===== src/cuf_pkg.sv =====
package cuf_pkg;

  localparam int unsigned SITES   = 1024;
  localparam int unsigned IDX_W   = $clog2(SITES);
  localparam int unsigned LBL_W   = IDX_W + 1;
  localparam int unsigned MAX_NBR = 8;
  localparam int unsigned NBR_W   = (MAX_NBR > 1) ? $clog2(MAX_NBR) : 1;
  localparam int unsigned NCNT_W  = NBR_W + 1;
  localparam int unsigned CFG_W   = 4;
  localparam int unsigned QDEPTH  = 2;

  typedef enum logic [1:0] {
    CMD_START = 2'd0,
    CMD_ADD   = 2'd1,
    CMD_READ  = 2'd2,
    CMD_NONE  = 2'd3
  } cmd_e;

  typedef enum logic {
    K_ADD  = 1'b0,
    K_READ = 1'b1
  } kind_e;

  typedef enum logic [2:0] {
    S_IDLE,
    S_NBR,
    S_LWAIT,
    S_WALK,
    S_UPD,
    S_OUT
  } back_state_e;

  typedef struct packed {
    kind_e                           kind;
    logic                            occupied;
    logic                            rd_ok;
    logic [IDX_W-1:0]                site;
    logic [MAX_NBR-1:0]              nbr_ok;
    logic [MAX_NBR-1:0][IDX_W-1:0]   nbr;
  } entry_t;

endpackage


===== src/cuf_queue.sv =====
module cuf_queue (
  input  logic            clk_i,
  input  logic            rst_ni,
  input  logic            push_i,
  input  cuf_pkg::entry_t push_data_i,
  output logic            full_o,
  input  logic            pop_i,
  output logic            empty_o,
  output cuf_pkg::entry_t pop_data_o
);
  import cuf_pkg::*;

  localparam int unsigned PTR_W = (QDEPTH > 1) ? $clog2(QDEPTH) : 1;

  entry_t           mem_q [QDEPTH];
  logic [PTR_W-1:0] wptr_q, wptr_d, rptr_q, rptr_d;
  logic [PTR_W:0]   cnt_q, cnt_d;
  logic             do_push, do_pop;

  assign full_o     = (cnt_q == (PTR_W+1)'(QDEPTH));
  assign empty_o    = (cnt_q == '0);
  assign do_push    = push_i && !full_o;
  assign do_pop     = pop_i && !empty_o;
  assign pop_data_o = mem_q[rptr_q];

  always_comb begin
    wptr_d = wptr_q;
    rptr_d = rptr_q;
    cnt_d  = cnt_q;
    if (do_push) begin
      wptr_d = (wptr_q == PTR_W'(QDEPTH - 1)) ? '0 : wptr_q + 1'b1;
    end
    if (do_pop) begin
      rptr_d = (rptr_q == PTR_W'(QDEPTH - 1)) ? '0 : rptr_q + 1'b1;
    end
    unique case ({do_push, do_pop})
      2'b10:   cnt_d = cnt_q + 1'b1;
      2'b01:   cnt_d = cnt_q - 1'b1;
      default: cnt_d = cnt_q;
    endcase
  end

  always_ff @(posedge clk_i or negedge rst_ni) begin
    if (!rst_ni) begin
      wptr_q <= '0;
      rptr_q <= '0;
      cnt_q  <= '0;
    end else begin
      wptr_q <= wptr_d;
      rptr_q <= rptr_d;
      cnt_q  <= cnt_d;
    end
  end

  always_ff @(posedge clk_i) begin
    if (do_push) begin
      mem_q[wptr_q] <= push_data_i;
    end
  end

endmodule


===== config.mk =====
export PLATFORM = sky130hd
export DESIGN_NAME = cuf_queue
export DESIGN_NICKNAME = d
export VERILOG_FILES = /design/src/cuf_pkg.sv /design/src/cuf_queue.sv
export SDC_FILE = /design/constraint.sdc
export NUM_CORES = 1
export LEC_CHECK = 0
export BUFFER_PORTS_ARGS = -buffer_cell sky130_fd_sc_hd__buf_2
export CAP_MARGIN = 10
export CORE_MARGIN = 5
export CORE_UTILIZATION = 55
export DETAILED_ROUTE_END_ITERATION = 12
export PLACE_DENSITY = 0.83
export SLEW_MARGIN = 15
export SYNTH_ARGS = -nofsm -noshare
export SYNTH_HDL_FRONTEND = slang
export SYNTH_SLANG_ARGS = --single-unit

===== constraint.sdc =====
create_clock -name clk_i -period 11.15 [get_ports clk_i]
set_clock_uncertainty 0.2 [all_clocks]
set_input_delay 0.5575 -clock clk_i [delete_from_list [all_inputs] [get_ports clk_i]]
set_output_delay 0.5575 -clock clk_i [all_outputs]
set_load 0.02 [all_outputs]

After elaboration in Yosys (flattened, before gate mapping)
Memories as Yosys holds them, arrays and structs flattened.
Index checks and enable logic that the tools add are counted.
{ "classes": {"addsub": 4, "multipliers": 0, "n_div": 0, "n_lt_le_gt_ge": 0, "n_eq_ne": 3, "n_shift": 0, "n_mux": 5, "bitwise_logic": 0, "reduce_logical": 6} }
{ "op_table": {"columns": ["op", "n"], "rows": [
  ["$eq 2x2->1 const B", 2],
  ["$mux 1", 4],
  ["$pmux 2 s2", 1],
  ["$add 1x1->1 const B", 2],
  ["$add 2x1->2 const B", 1],
  ["$eq 2x1->1 const B", 1],
  ["$logic_and 1x1->1", 2],
  ["$logic_not 1->1", 2],
  ["$logic_not 2->1", 1],
  ["$reduce_bool 2->1", 1],
  ["$sub 2x1->2 const B", 1]
]} }
{ "word_totals": {"ff_bits": 4, "latch_bits": 0, "mem_bits_rw": 202, "mem_bits_ro": 0, "output_inout_bits": 103, "mem_count": 1} }
{ "memory_table": {"columns": ["memory", "words", "word_bits", "rd", "rd_ports_with_merged_regs", "write_ports", "line_no", "rtl"], "rows": [
  ["mem_q", 2, 101, 1, 0, 1, "cuf_queue.sv:15", "entry_t mem_q [QDEPTH];"]
]} }

Depth between registers and ports, before layout
{ "depth": {"depth_word": 5, "mapped_depth": 6, "depth_no_buf": 6} }

Least setup slack after synthesis
No wires, ideal clock.
{ "synth_path": {"kind": "input to register", "from": "input port push_i", "to": "memory mem_q[0][0] (netlist name), enable pin", "setup_ns": 0.562, "arrival_ns": 4.855, "t_required_ns": 10.388, "slack_ns": 5.533, "stages": 2, "n_path_buf": 0, "path_cell_list": "nand2_1 -> nor2_1"} }
{ "synth_via": {"elab_chain_len": 3} }
{ "synth_lines": {"columns": ["element", "line_no", "rtl"], "rows": [
  ["start, declared", "cuf_queue.sv:4", "input logic push_i,"],
  ["$logic_and 1x1->1", "cuf_queue.sv:22", "assign do_push = push_i && !full_o;"],
  ["$mux 1", "cuf_queue.sv:56", "if (do_push) begin"],
  ["$mux 1 (not written as such)", "cuf_queue.sv:57", "mem_q[wptr_q] <= push_data_i;"],
  ["end, declared", "cuf_queue.sv:15", null]
]} }
No other way between the ends.

==> results by group <==
Run status
  – Run status: finished, final reports clean

Critical path
  – Worst reg2reg endpoint: mem_q[0][83]
  – Startpoint types: flop
  – Worst setup EP type: output pin
  – FF-to-FF path depth: 4
  – WS Path Type: reg -> out
  – Worst Path Max Fanout: 56
  – Reg2reg start: cnt_q[0]
  – Worst path arrival time: around 2.9 ns
  – Req. time, crit path: just over 10 ns
  – Reg2reg setup slack: around 8.2 ns

Min path
  – Worst hold stages: 1
  – Hold path start: push_data_i[82]
  – Hold Crit Endpoint: mem_q[0][82]
  – HP Class: in -> reg

Synth
  – Yosys warns: 0
  – Synth cell count leaders: edfxtp_1, mux2_4, mux2_2
  – Mapped Nets: ~440
  – Async SR Flop Fraction: 1.94%
  – Cell Area, Synth: between 7000 and 8000 um^2
  – Yosys cell types: 16
  – Flops & latches, synth: around 210
  – Number of synthesized flops with an enable pin: around 200
  – Seq/Total Area, Yosys: around four fifths
  – Most frequent cell after synthesis: edfxtp_1
  – Synth area leader: edfxtp_1
  – Avg Cell Area, Syn: between 20 and 25 um^2
  – Mapped Cells: around 330
  – Yosys top cell area share: just under 80%
  – Ys flop type: edfxtp_1
  – Area contributors post-synth: edfxtp_1, mux2_4, mux2_2, dfrtp_1, buf_6

Drt
  – Pre-antenna DRT Iters: 4
  – Post-DRT Antenna Nets: 0
  – Vias per cell: just over 5
  – Routed vias: around 3800
  – DR iter-0 viols: 200
  – Final WL: approximately 14000 um
  – Routed WL per cell: 18.4 um
  – DRC Markers: 0

STA
  – Crit path time final: ~3.7 ns
  – Hold WS: ~0.065 ns
  – Fin crit share: 32.9%
  – Slew @ Worst Pin: around 1.0 ns
  – Achievable Freq: between 0.2 and 0.3 GHz
  – Max-slew headroom: a little under a third
  – Final setup violation count: 0
  – Setup repair after global routing missed its margin: false
  – Hold Fails Final Rpt: 0
  – Setup TNS: 0 ns
  – Slew Viols, Final: 0

Layout
  – Nets: around 660
  – Area growth syn-to-layout: 24.7%
  – Post-route insts no fill: between 700 and 800
  – Layout cell share with drive strength beyond 1: slightly above 60%

Clock network
  – Clock Latency Late Sink: approximately 0.47 ns
  – Post-CTS Hold Fix Bufs: 1
  – Register clock-pin slew on the reported worst setup and hold paths: about 0.06 ns
  – Post-CTS Setup Bufs: 0
  – Number of H-tree levels: 1
  – Clock tree buffer depth: 3
  – Post-CTS sizing: 0
  – CTS buffer count: 22
  – Clock sink count: around 210
  – Root Driver: clkbuf_16
  – CTS tree: built

Job
  – Max-cap violations: 0

Global routing
  – Number of global-route vias before repair: ~4200
  – Largest net degree at the start of global routing: between 70 and 80
  – Initial antenna violation count: 2
  – First-pass GRT wire length: ~21000 um
  – Total GRT Usage: 16.4%
  – Grt ovf: 0

Power
  – Power Total: about 2800 uW
  – Static leakage: ~0.0039 uW
  – Peak VDD IR: around 0.20 mV
  – Power Dens Cells: ~280 nW/um^2

Floorplan
  – Initial core utilization: between 50% and 60%
  – Die area: between 15000 and 20000 um^2
  – FP Rows: 43
  – Die height: ~130 um
  – Core Footprint: between 10000 and 15000 um^2
  – I/O Pins: roughly 210
  – Die width: approximately 130 um

Placement
  – Placer's final routability congestion estimate: approximately 0.75
  – Placed Cells: ~710
  – Hpwl dp: about 9400 um
  – Port Buf Inserts: approximately 210
## final cells by class
cell class | instances | area [um^2]
Antenna cell | 1 | 2.50
Clock buffer | 27 | 591
Clock inverter | 11 | 129
Fill cell | 898 | 4150
Inverter | 1 | 3.75
Multi-Input combinational cell | 114 | 1540
Sequential cell | 206 | 6170
Tap cell | 180 | 225
Timing Repair Buffer | 211 | 1070
## worst max path at each step
stage                 from             end  slack (ns)  cells after the start
floorplan           push_i     mem_q[0][0]        5.53                      2
global placement    rptr_q  pop_data_o[88]        7.97                      3
detailed placement  rptr_q  pop_data_o[88]        7.93                      3
CTS                 rptr_q  pop_data_o[88]        7.41                      3
global route        rptr_q  pop_data_o[88]        7.32                      3
finish              rptr_q  pop_data_o[91]        7.49                      3
## per-stage QoR
step | utilization (%) | area [um^2] | setup WS (ns)
6_report | 70.1 | 9730 | 7.49
5_1_grt | 70.1 | 9730 | 7.32
4_1_cts | 70.1 | 9730 | 7.41
3_5_place_dp | 64.8 | 9000 | 7.93
3_3_place_gp | 64.8 | 9000 | 7.97
2_1_floorplan | - | 7800 | 5.53
## cells by family after synthesis
logic type | Yosys count | share of synthesized area, %
multiplexers | 101 | 18.4
adder cells (fa/ha/maj) | 1 | 0.160
flip-flops | 206 | 79.0
buffers and inverters | 12 | 1.43
AND/OR/NAND/NOR | 7 | 0.433
XOR/XNOR | 5 | 0.561
## layer usage
metal	routed length, um	vias up	global-route usage (%)
met5	13	-	0
met1	4990	1845	18.8
met4	279	2	4.69
li1	-	1765	-
met2	7350	146	29.7
met3	1180	26	4.91
## state kept, by name (all words and copies together), names as in the netlist
| register | cells |
|---|---|
| rptr_q | 1 |
| mem_q | 202 |
| cnt_q | 2 |
| wptr_q | 1 |
## cells in the final DEF, fill, tap and decap left out, types with 2 or more instances in the layout
master / netlist / final
edfxtp_1: 202 / 202
clkbuf_16: 0 / 23
mux2_4: 80 / 80
clkinv_2: 0 / 3
buf_4: 1 / 3
nor2_1: 3 / 2
xor2_1: 2 / 2
clkinv_1: 0 / 4
clkbuf_1: 0 / 4
mux2_2: 21 / 21
bufinv_16: 0 / 3
dfrtp_1: 4 / 3
xnor2_1: 3 / 3
buf_2: 2 / 207
## critical path, stage by stage, from the launching register on
cell	delay, ns
dfrtp_4	0.92
buf_4	0.89
mux2_4	0.36
buf_2	0.16
## report_power, final
| part | internal, uW | total [uW] | switching (uW) |
|---|---|---|---|
| clock | 444 | 708 | 264 |
| sequential | 1060 | 1150 | 84.3 |
| combinational | 402 | 903 | 501 |
(Power assumes the default switching activity.)
