### src/cuf_pkg.sv
package cuf_pkg;

  localparam int unsigned SITES   = 1024;
  localparam int unsigned IDX_W   = $clog2(SITES);
  localparam int unsigned LBL_W   = IDX_W + 1;
  localparam int unsigned MAX_NBR = 8;
  localparam int unsigned NBR_W   = (MAX_NBR > 1) ? $clog2(MAX_NBR) : 1;
  localparam int unsigned NCNT_W  = NBR_W + 1;
  localparam int unsigned CFG_W   = 4;
  localparam int unsigned QDEPTH  = 2;

  typedef enum logic [1:0] {
    CMD_START = 2'd0,
    CMD_ADD   = 2'd1,
    CMD_READ  = 2'd2,
    CMD_NONE  = 2'd3
  } cmd_e;

  typedef enum logic {
    K_ADD  = 1'b0,
    K_READ = 1'b1
  } kind_e;

  typedef enum logic [2:0] {
    S_IDLE,
    S_NBR,
    S_LWAIT,
    S_WALK,
    S_UPD,
    S_OUT
  } back_state_e;

  typedef struct packed {
    kind_e                           kind;
    logic                            occupied;
    logic                            rd_ok;
    logic [IDX_W-1:0]                site;
    logic [MAX_NBR-1:0]              nbr_ok;
    logic [MAX_NBR-1:0][IDX_W-1:0]   nbr;
  } entry_t;

endpackage

### src/cuf_front.sv
module cuf_front (
  input  logic                                      clk_i,
  input  logic                                      rst_ni,
  input  logic [cuf_pkg::NCNT_W-1:0]                nbr_cnt_i,
  input  logic                                      in_valid_i,
  output logic                                      in_stall_o,
  input  logic [1:0]                                cmd_i,
  input  logic                                      occupied_i,
  input  logic [cuf_pkg::MAX_NBR-1:0][cuf_pkg::IDX_W-1:0] nbr_i,
  input  logic [cuf_pkg::IDX_W-1:0]                 site_index_i,
  output logic                                      push_o,
  output cuf_pkg::entry_t                           push_data_o,
  input  logic                                      full_i
);
  import cuf_pkg::*;

  logic [LBL_W-1:0] loaded_q, loaded_d;
  logic             accept;
  logic             lat_full;
  logic [IDX_W-1:0] cur;

  assign in_stall_o = full_i;
  assign accept     = in_valid_i && !full_i;
  assign lat_full   = (loaded_q >= LBL_W'(SITES));
  assign cur        = loaded_q[IDX_W-1:0];

  always_comb begin
    loaded_d    = loaded_q;
    push_o      = 1'b0;
    push_data_o = '0;
    push_data_o.nbr = nbr_i;
    for (int j = 0; j < MAX_NBR; j++) begin
      push_data_o.nbr_ok[j] = (NCNT_W'(j) < nbr_cnt_i) && (nbr_i[j] < cur);
    end
    push_data_o.occupied = occupied_i;
    if (accept) begin
      unique case (cmd_e'(cmd_i))
        CMD_START: loaded_d = '0;
        CMD_ADD: begin
          if (!lat_full) begin
            loaded_d         = loaded_q + 1'b1;
            push_o           = 1'b1;
            push_data_o.kind = K_ADD;
            push_data_o.site = cur;
          end
        end
        CMD_READ: begin
          push_o            = 1'b1;
          push_data_o.kind  = K_READ;
          push_data_o.site  = site_index_i;
          push_data_o.rd_ok = ({1'b0, site_index_i} < loaded_q);
        end
        default: loaded_d = loaded_q;
      endcase
    end
  end

  always_ff @(posedge clk_i or negedge rst_ni) begin
    if (!rst_ni) begin
      loaded_q <= '0;
    end else begin
      loaded_q <= loaded_d;
    end
  end

endmodule

### config.mk
export PLATFORM = sky130hd
export DESIGN_NAME = cuf_front
export DESIGN_NICKNAME = d
export VERILOG_FILES = /design/src/cuf_pkg.sv /design/src/cuf_front.sv
export SDC_FILE = /design/constraint.sdc
export NUM_CORES = 1
export LEC_CHECK = 0
export BUFFER_PORTS_ARGS = -buffer_cell sky130_fd_sc_hd__buf_2
export CAP_MARGIN = 20
export CORE_ASPECT_RATIO = 0.7
export CORE_UTILIZATION = 45
export DETAILED_ROUTE_END_ITERATION = 7
export PLACE_DENSITY_LB_ADDON = 0.12
export SETUP_SLACK_MARGIN = 0.05
export SYNTH_ARGS = -nofsm -noshare
export SYNTH_HDL_FRONTEND = slang
export SYNTH_SLANG_ARGS = --single-unit
### constraint.sdc
create_clock -name clk_i -period 2.3 [get_ports clk_i]
set_input_delay 0.115 -clock clk_i [delete_from_list [all_inputs] [get_ports clk_i]]
set_output_delay 0.115 -clock clk_i [all_outputs]
set_load 0.005 [all_outputs]
Yosys cells after proc, flatten, opt, wreduce, memory -nomap -nowiden
Index checks and enable logic that the tools add are counted.
Word-level totals
  bits in registers: 11
  bits in latches: 0
  memory bits (writable): 0
  bits in read-only memories: 0
  input bits: 101
  output and inout bits: 103
  logic and storage cells: 47
  memories kept: 0
Operators by class
  add/sub/neg operators: 1
  multiply operators: 0
  div/mod/pow operators: 0
  magnitude comparators: 18
  eq/ne operators: 3
  shift-type cells: 0
  muxes and demuxes: 11
  bitwise gates (word level): 0
  reductions and logical operators: 13
Operator list (count)
  < comparator 10 bit: 8
  2-to-1 mux 11 bit: 2
  one-hot mux 11 bit (2 select lines): 1
  one-hot mux 10 bit (2 select lines): 1
  < comparator 3 x 4 -> 1 bit (first input constant): 4
  adder 11 x 1 -> 11 bit (second input constant): 1
  >= comparator 11 bit (second input constant): 1
  < comparator 10 x 11 -> 1 bit: 1
  2-to-1 mux 10 bit: 1
  logical AND 1 bit: 9
  < comparator 1 x 4 -> 1 bit (first input constant): 2
  < comparator 2 x 4 -> 1 bit (first input constant): 2
  2-to-1 mux 1 bit: 5
  AND reduction 3 bit: 1
  == test 2 x 1 -> 1 bit (second input constant): 1
  == test 2 bit (second input constant): 1
  logical NOT 2 bit: 1
  != test 2 bit (second input constant): 1
  one-hot mux 1 bit (2 select lines): 1
  nonzero test 2 bit: 1
  logical NOT 1 bit: 1

Longest topological paths before layout
Gate-level depths: netlist of the first run.
  depth after elaboration: 4
  mapped depth: 8
  depth with buffers taken out: 7

Least setup slack after synthesis of the first run
OpenSTA, ideal clock, no wires.
  path type: reg2out
  start point: register loaded_q[4]
  end point: output port push_data_o[81] in the netlist's numbering
  arrival: 1738 ps
  data required time: 2185 ps
  setup slack: 447 ps
  stages on the path, launching flop included: 8
  path through: dfrtp_1 inv_1 ha_1 a21oi_1 nor2b_1 a2111oi_0 o21ai_1 a41oi_1
RTL lines
  start: declaration: line cuf_front.sv:17  | logic [LBL_W-1:0] loaded_q, loaded_d;
  start signal: assignment: line cuf_front.sv:62  | loaded_q <= loaded_d;
  end: declaration: line cuf_front.sv:12  | output cuf_pkg::entry_t push_data_o,

==> flow_metrics.py, run 1 <==
metrics = {
    "run_status": {
        "status": "complete, no violations",
    },
    "placement": {
        "dpl.hpwl_um": 7730,
        "placed_cell_area_mm2": 0.00377,
        "gp_congestion": 0.844,
        "io_buffers": 201,
    },
    "sta": {
        "finalCriticalPeriod_ns": 2.19,
        "final-setup-viol-count": 0,
        "finalHoldViolCount": 0,
        "maxSlewViolCount": 0,
        "finalClockSkew_ns": 0.00226,
        "max_slew_margin": 0.678,
        "tightest_slew_ns": 0.484,
        "period_share": 0.953,
        "rsz0062_at_grt": "yes",
        "fmax_ghz": 0.456,
    },
    "worst_setup_path": {
        "r2r_slack_ns": 0.57,
        "cp.required_ns": 2.18,
        "startpoint": "loaded_q[7]",
        "setup.worst_path.start_class": "flip-flop",
        "worst_r2r_path_depth": 5,
        "reg2reg_to": "loaded_q[8]",
        "crit_fanout": 5,
        "r2r-start": "loaded_q[0]",
        "cp-end-kind": "output port",
        "critPathKind": "flip-flop to output port",
        "arrival_ns": 2.08,
    },
    "detailed_routing": {
        "drc": 0,
        "final_antenna_net_count": 0,
        "wl_per_cell_um": 15.0,
        "drt_first_iter_violations": 108,
        "drt-vias-per-instance": 5.12,
        "wirelength_um": 9310,
        "drt_pass1_iterations": 5,
        "vias": 3174,
    },
    "yosys": {
        "netlist.area_leader.share": 0.328,
        "synthTopCellsByCount": "85 x ha_1, 83 x buf_4, 26 x nand2_1, 26 x nor2_1, 17 x a21oi_1",
        "yosys_most_used_dff": "dfrtp_1",
        "synthesis.area_mm2": 0.00325,
        "yosys_warnings": 0,
        "synth_top_area_cell": "ha_1",
        "synth_nets": 577,
        "synth_async_sr_flop_share": 1.00,
        "syn_avg_cell_area_um2": 8.30,
        "ys_seq_area_frac": 0.0848,
        "synth-edff-count": 0,
        "ys_seq_elements": 11,
        "synth_cell_types": 47,
        "yosys-top-cells-area": "ha_1 33%, buf_4 19%, dfrtp_1 8.5%, a21o_1 3.0%, nand2_1 3.0%",
        "synthCells": 391,
        "synth.most_common_cell": "ha_1",
    },
    "worst_hold_path": {
        "hold_depth": 4,
        "hp-class": "input port to flip-flop",
        "worstHoldEndpoint": "loaded_q[0]",
        "hp-start": "full_i",
    },
    "power_and_ir_drop": {
        "ir_drop_v": 0.000227,
        "p_leak_nw": 2.09,
        "total_power_w": 0.00136,
        "p_per_area_mw_per_mm2": 341,
    },
    "finish": {
        "top_regs": "loaded_q (11)",
        "multi_input_area_mm2": 0.00233,
        "drive_gt1_frac": 0.481,
        "nets": 713,
        "final.fill_count": 662,
        "largest_reg_flops": 11,
        "n_antenna_cell": 0,
        "regMostFlops": "loaded_q",
        "register_area_um2": 279,
        "fin_area_mm2": 0.00399,
        "syn_to_final_growth_pct": 22.9,
    },
    "floorplanning": {
        "die_area_mm2": 0.00756,
        "core_area_mm2": 0.00685,
        "start_util": 0.474,
        "fp.dieW_um": 104,
        "core.rowCount": 25,
        "ios": 204,
        "die_h_um": 73.1,
    },
    "cts": {
        "h-tree-depth": 1,
        "cts.sinks": 11,
        "cts_buffer_depth": 2,
        "numCtsBuffers": 3,
        "cts_root_buf": "clkbuf_8",
        "clock_latency_ns": 0.24,
        "cts_tree": "yes",
        "path_clk_slew_ns": 0.05,
    },
    "run": {
        "cap_violations": 0,
    },
    "global_route": {
        "grt_use_total": 0.236,
        "antenna_found_initial": 0,
        "grt_pass1_wl_um": 14100,
        "grt_max_degree": 16,
        "grt_pass1_vias": 2861,
        "grt_overflow": 0,
    },
}
==> critical path: stages (launching register included) <==
cell        delay [ns]
dfrtp_2           0.40
clkinvlp_4        0.16
buf_4             0.17
ha_1              0.31
a2111oi_2         0.35
o21ai_1           0.14
a41oi_1           0.16
buf_2             0.14
==> report_power, final <==
group	internal [W]	total, W	switching (W)
registers	0.000215	0.000256	0.0000409
logic	0.000436	0.000900	0.000465
clock network	0.000122	0.000203	0.0000805
==> layer usage <==
metal,vias to the layer above,track usage,routed length [µm]
li1,1620,-,-
met1,1407,0.327,4370
met2,143,0.407,4320
met3,4,0.0295,573
met4,0,0.0209,40
met5,-,0,0
==> cell usage in the layout, fill, tap and decap left out, types with 8 or more instances in the layout <==
| cell type | synthesis | final |
|---|---|---|
| nand2b_1 | 10 | 10 |
| a21o_1 | 13 | 13 |
| a21oi_1 | 17 | 11 |
| nor2_1 | 26 | 26 |
| dfrtp_1 | 11 | 8 |
| buf_2 | 2 | 202 |
| buf_4 | 83 | 15 |
| o21ai_0 | 11 | 10 |
| ha_1 | 85 | 84 |
| a22oi_1 | 10 | 10 |
| nand2_1 | 26 | 25 |
==> per-stage QoR <==
stage               utilization  hold slack [ns]  setup TNS (ns)  std cells  setup slack [ns]
global placement          0.551          0.00941               0        605             0.214
CTS                       0.566            0.200               0        614           0.00629
detailed placement        0.551          0.00575               0        605             0.123
global route              0.582            0.230         -0.0102        620           -0.0102
floorplan                     -           -0.181               0        391             0.447
finish                    0.582            0.199               0        620             0.108
==> final cells by class <==
cell class | instances | share of cell area
clock buffer | 4 | 0.0113
inverter | 12 | 0.0151
multi-input combinational | 279 | 0.585
sequential | 11 | 0.0699
tap | 94 | 0.0295
timing repair buffer | 219 | 0.287
timing repair inverter | 1 | 0.00188
==> cells by family after synthesis <==
logic type,synth area share
buffers and inverters,0.216
AOI/OAI and AO/OA,0.208
and+or+nand+nor,0.145
adders and majority gates,0.328
DFF,0.0848
xor gates and xnor gates,0.0189
==> how the worst max path moves through the flow <==
| stage | slack, ns | depth (start not counted) | to |
|---|---|---|---|
| global route | -0.01 | 8 | push_data_o[81] |
| floorplan | 0.45 | 7 | push_data_o[81] |
| finish | 0.11 | 7 | push_data_o[81] |
| global placement | 0.21 | 8 | push_data_o[81] |
| CTS | 0.006 | 8 | push_data_o[81] |
| detailed placement | 0.12 | 8 | push_data_o[81] |
==> what timing repair did <==
| item | in CTS | in global routing |
|---|---|---|
| buffers inserted | 3 | 6 |
| cloned | 1 | 0 |
| hold buffers | 1 | 0 |
| endpoints found under the hold margin | 11 | 0 |
| resized for setup | 9 | 22 |
| setup endpoints to repair | 7 | 8 |
| pin swaps | 0 | 9 |
Power figures use the tool's default switching activity.
==> inputs of run 2 (changes only) <==
Settings changed: REMOVE_ABC_BUFFERS from default to 1.
==> flow_metrics.py, run 2 (same netlist as run 1, synthesis figures left out) <==
metrics = {
    "floorplanning": {
        "start_util": 0.474,
        "core.rowCount": 25,
        "ios": 204,
        "core_area_mm2": 0.00685,
        "die_h_um": 73.1,
        "fp.dieW_um": 104,
        "die_area_mm2": 0.00756,
    },
    "cts": {
        "cts_tree": "yes",
        "numCtsBuffers": 3,
        "clock_latency_ns": 0.25,
        "cts.sinks": 11,
        "h-tree-depth": 1,
        "cts_root_buf": "clkbuf_8",
        "path_clk_slew_ns": 0.06,
        "cts_buffer_depth": 2,
    },
    "detailed_routing": {
        "final_antenna_net_count": 0,
        "vias": 3242,
        "drt_first_iter_violations": 70,
        "wl_per_cell_um": 14.5,
        "drt_pass1_iterations": 4,
        "drc": 0,
        "wirelength_um": 9120,
        "drt-vias-per-instance": 5.17,
    },
    "global_route": {
        "grt_max_degree": 16,
        "grt_pass1_wl_um": 14100,
        "grt_overflow": 0,
        "grt_use_total": 0.236,
        "antenna_found_initial": 0,
        "grt_pass1_vias": 2925,
    },
    "finish": {
        "nets": 720,
        "syn_to_final_growth_pct": 25.9,
        "largest_reg_flops": 11,
        "top_regs": "loaded_q (11)",
        "drive_gt1_frac": 0.486,
        "final_cell_mix": "201 x buf_2, 80 x ha_1, 26 x nand2_1, 26 x nor2_1, 23 x buf_4",
        "final.fill_count": 660,
        "regMostFlops": "loaded_q",
        "layout_commonest_cell": "buf_2",
        "n_antenna_cell": 0,
    },
    "worst_setup_path": {
        "crit_fanout": 8,
        "cp-end-kind": "output port",
        "setup.worst_path.start_class": "flip-flop",
        "worst_r2r_path_depth": 5,
        "cpMaxStageDelayCell": "dfrtp_1",
        "arrival_ns": 2.05,
        "r2r_slack_ns": 0.47,
        "cpPeakStageDelay_ns": 0.39,
        "reg2reg_to": "loaded_q[8]",
        "startpoint": "loaded_q[1]",
        "critPathKind": "flip-flop to output port",
        "r2r-start": "loaded_q[0]",
        "cp.required_ns": 2.18,
        "path_cells": "clkinvlp_4 > buf_6 > ha_1 > a21oi_1 > o21ai_1 > a211o_1 > a21oi_2 > o21a_1 > buf_2",
    },
    "sta": {
        "tightest_slew_ns": 0.539,
        "finalClockSkew_ns": 0.00194,
        "finalCriticalPeriod_ns": 2.16,
        "finalSetupTns_ns": 0,
        "final-setup-viol-count": 0,
        "finalHoldViolCount": 0,
        "hold_ws_ns": 0.203,
        "max_slew_margin": 0.641,
        "period_share": 0.940,
        "rsz0062_at_grt": "yes",
        "maxSlewViolCount": 0,
        "fmax_ghz": 0.463,
    },
    "power_and_ir_drop": {
        "p_per_area_mw_per_mm2": 332,
        "p_leak_nw": 2.13,
        "ir_drop_v": 0.000165,
    },
    "run_status": {
        "status": "complete, no violations",
    },
    "placement": {
        "io_buffers": 201,
        "gp_congestion": 0.833,
        "dpl.hpwl_um": 7650,
    },
    "worst_hold_path": {
        "worstHoldEndpoint": "loaded_q[0]",
        "hold_depth": 4,
        "hp-start": "full_i",
        "hp-class": "input port to flip-flop",
    },
    "run": {
        "cap_violations": 0,
    },
}
==> run 2: cell count changes in the layout (fill, tap and decap cells not counted), sizes merged <==
cell / previous run / this run
buf: 218 / 226
clkinv: 1 / 0
==> run 2: final cells by class <==
| cell class | instances | area, µm² | share of cell area |
|---|---|---|---|
| inverters | 12 | 58.8 | 0.0144 |
| clock buffers | 4 | 45.0 | 0.0110 |
| well taps | 94 | 118 | 0.0288 |
| repair buffers | 227 | 1210 | 0.296 |
| flip-flops and latches | 11 | 277 | 0.0676 |
| multi-input cells | 279 | 2380 | 0.582 |
==> run 2: per-stage QoR <==
stage	util	worst slack (ns)	instance area, µm²	power [W]	std cells
2_1_floorplan	-	0.447	2590	0.000669	302
3_3_place_gp	0.552	0.253	3780	0.00104	606
3_5_place_dp	0.552	0.232	3780	0.00106	606
4_1_cts	0.569	0.0544	3900	0.00130	618
5_1_grt	0.597	0.0319	4090	0.00150	627
6_report	0.597	0.138	4090	0.00136	627
==> run 2: worst max-delay path by stage <==
stage,cells past startpoint,slack (ns),endpoint
4_1_cts,7,0.05,push_data_o[83]
6_report,9,0.14,push_data_o[80]
2_1_floorplan,7,0.45,push_data_o[81]
3_3_place_gp,8,0.25,push_data_o[82]
3_5_place_dp,8,0.23,push_data_o[82]
5_1_grt,7,0.03,push_data_o[81]
==> run 2: routing by layer <==
layer / up-vias / share of wire / global-route usage / wire length (µm)
met4: 0 / 0.0063 / 0.0290 / 57
met1: 1477 / 0.45 / 0.312 / 4120
met3: 6 / 0.061 / 0.0259 / 554
met2: 128 / 0.48 / 0.427 / 4380
met5: - / 0 / 0 / 0
li1: 1631 / - / - / -
==> run 2: repair_timing <==
item	CTS	global route
setup endpoints to repair	7	7
endpoints found under the hold margin	11	0
buffers inserted	7	9
hold buffers	1	0
pin swaps	0	3
gates resized for setup	4	24
==> run 2: power by group <==
group / switching (W) / internal [W] / total [W]
Clock: 0.0000872 / 0.000123 / 0.000210
Combinational: 0.000457 / 0.000441 / 0.000898
Sequential: 0.0000350 / 0.000214 / 0.000249
Total: 0.000579 / 0.000778 / 0.00136
==> run 2: critical path, delay by kind of cell, from the launching register on <==
kind	cells	cell delay, ns
AO/OA/AOI/OAI	5	0.78
buffers and inverters	3	0.47
flip-flops	1	0.39
adder cells (fa/ha/maj)	1	0.16
==> inputs of run 3 (changes only) <==
Settings changed: CORE_ASPECT_RATIO 0.7 to default.
==> flow_metrics.py, run 3 (same netlist as run 1, synthesis figures left out) <==
metrics = {
    "worst_hold_path": {
        "hp-class": "input port to flip-flop",
    },
    "sta": {
        "finalHoldViolCount": 0,
        "finalClockSkew_ns": 0.00152,
        "rsz0062_at_grt": "yes",
        "finalCriticalPeriod_ns": 2.18,
        "tightest_slew_ns": 0.486,
        "max_slew_margin": 0.676,
        "final-setup-viol-count": 0,
        "finalWorstSetupSlack_ns": 0.124,
        "period_share": 0.946,
        "maxSlewViolCount": 0,
        "fmax_ghz": 0.460,
        "hold_ws_ns": 0.220,
    },
    "power_and_ir_drop": {
        "p_leak_nw": 2.12,
        "p_per_area_mw_per_mm2": 335,
        "ir_drop_v": 0.000194,
    },
    "worst_setup_path": {
        "cpPeakStageDelay_ns": 0.40,
        "cp-end-kind": "output port",
        "cp-endpoint": "push_data_o[84]",
        "crit_fanout": 6,
        "critPathKind": "flip-flop to output port",
        "path_cells": "clkinvlp_4 > buf_4 > ha_1 > a21oi_1 > nand2_1 > a31oi_4 > o21ai_1 > nand2_1 > buf_2",
        "reg2reg_to": "loaded_q[8]",
        "cp.required_ns": 2.18,
        "worst_r2r_path_depth": 5,
        "path_common_cell": "nand2_1",
        "cpMaxStageDelayCell": "dfrtp_2",
        "startpoint": "loaded_q[3]",
        "r2r-start": "loaded_q[0]",
        "arrival_ns": 2.06,
        "r2r_slack_ns": 0.59,
        "setup.worst_path.start_class": "flip-flop",
    },
    "detailed_routing": {
        "drt_pass1_iterations": 4,
        "vias": 3219,
        "drt-vias-per-instance": 5.11,
        "final_antenna_net_count": 0,
        "wl_per_cell_um": 14.9,
        "wirelength_um": 9380,
        "drt_first_iter_violations": 103,
        "drc": 0,
    },
    "global_route": {
        "grt_max_degree": 16,
        "antenna_found_initial": 0,
        "grt_pass1_wl_um": 13700,
        "grt_pass1_vias": 2914,
        "grt_use_total": 0.232,
        "grt_overflow": 0,
    },
    "floorplanning": {
        "ios": 204,
        "start_util": 0.473,
        "core_area_mm2": 0.00687,
        "die_area_mm2": 0.00756,
        "die_h_um": 86.9,
        "fp.dieW_um": 86.9,
        "core.rowCount": 30,
    },
    "run_status": {
        "status": "complete, no violations",
    },
    "finish": {
        "layout_commonest_cell": "buf_2",
        "syn_to_final_growth_pct": 24.1,
        "final_cell_mix": "201 x buf_2, 85 x ha_1, 26 x nand2_1, 26 x nor2_1, 22 x buf_4",
        "top_regs": "loaded_q (11)",
        "drive_gt1_frac": 0.476,
        "largest_reg_flops": 11,
        "n_antenna_cell": 0,
        "regMostFlops": "loaded_q",
        "nets": 721,
    },
    "cts": {
        "cts_buffer_depth": 2,
        "cts_root_buf": "clkbuf_8",
        "cts.sinks": 11,
        "numCtsBuffers": 3,
        "h-tree-depth": 1,
        "path_clk_slew_ns": 0.06,
        "clock_latency_ns": 0.25,
        "cts_tree": "yes",
    },
    "placement": {
        "dpl.hpwl_um": 7830,
        "io_buffers": 201,
        "place_ws_ns": 0.217,
        "gp_congestion": 0.883,
    },
    "run": {
        "cap_violations": 0,
    },
}
-- run 3: cell count changes in the layout (fill, tap and decap cells not counted), moves of 3 or more --
cell | previous run | this run
ha_1 | 80 | 85
ha_4 | 5 | 0
dfrtp_1 | 10 | 6
dfrtp_2 | 1 | 5
a21oi_1 | 12 | 15
a21oi_2 | 5 | 2
-- run 3: routing by layer --
metal	wire length, µm	share of wire	track usage
met1	4320	0.46	0.304
met2	4490	0.48	0.424
met3	536	0.057	0.0209
met4	40	0.0043	0.0227
met5	0	0	0
-- run 3: final cells by class --
class / count / area, µm²
Multi-Input combinational cell: 279 / 2300
Inverter: 12 / 60.1
Fill cell: 672 / 2840
Sequential cell: 11 / 282
Tap cell: 96 / 120
Timing Repair Buffer: 227 / 1220
Timing Repair inverter: 1 / 5.00
Clock buffer: 4 / 45.0
-- run 3: power breakdown --
part           internal [W]  switching, W  total [W]
registers          0.000216     0.0000391   0.000255
clock network      0.000123     0.0000863   0.000209
logic              0.000431      0.000455   0.000886
-- run 3: repair_timing --
action                     4_1_cts  5_1_grt
resized for setup                5       14
hold endpoints to repair        11        0
hold buffers                     1        0
gates cloned                     0        1
buffers inserted                 3       15
setup endpoints to repair        8        9
pin swaps                        0        1
-- run 3: worst min path at each step --
stage,slack [ns],cells after the start,endpoint,from
2_1_floorplan,-0.18,0,loaded_q[0],rst_ni
3_3_place_gp,0.01,1,loaded_q[10],rst_ni
3_5_place_dp,0.01,1,loaded_q[8],rst_ni
4_1_cts,0.22,4,loaded_q[0],full_i
5_1_grt,0.23,0,push_data_o[99],occupied_i
6_report,0.22,4,loaded_q[0],full_i
-- run 3: worst max-delay path, delay by kind of cell (launching register included) --
family                     cells  cell delay, ns
buffers and inverters          3            0.46
AOI/OAI and AO/OA              3            0.45
DFF                            1            0.40
adders and majority gates      1            0.33
and+or+nand+nor                2            0.17
-- run 3: stage by stage --
step                power [W]  area, µm²  utilization   TNS, ns  std cells
floorplan            0.000669       2590            -         0        302
global placement      0.00104       3770        0.549         0        606
detailed placement    0.00106       3770        0.549         0        606
CTS                   0.00129       3860        0.562         0        614
global route          0.00147       4030        0.587  -0.00286        630
finish                0.00135       4030        0.587         0        630
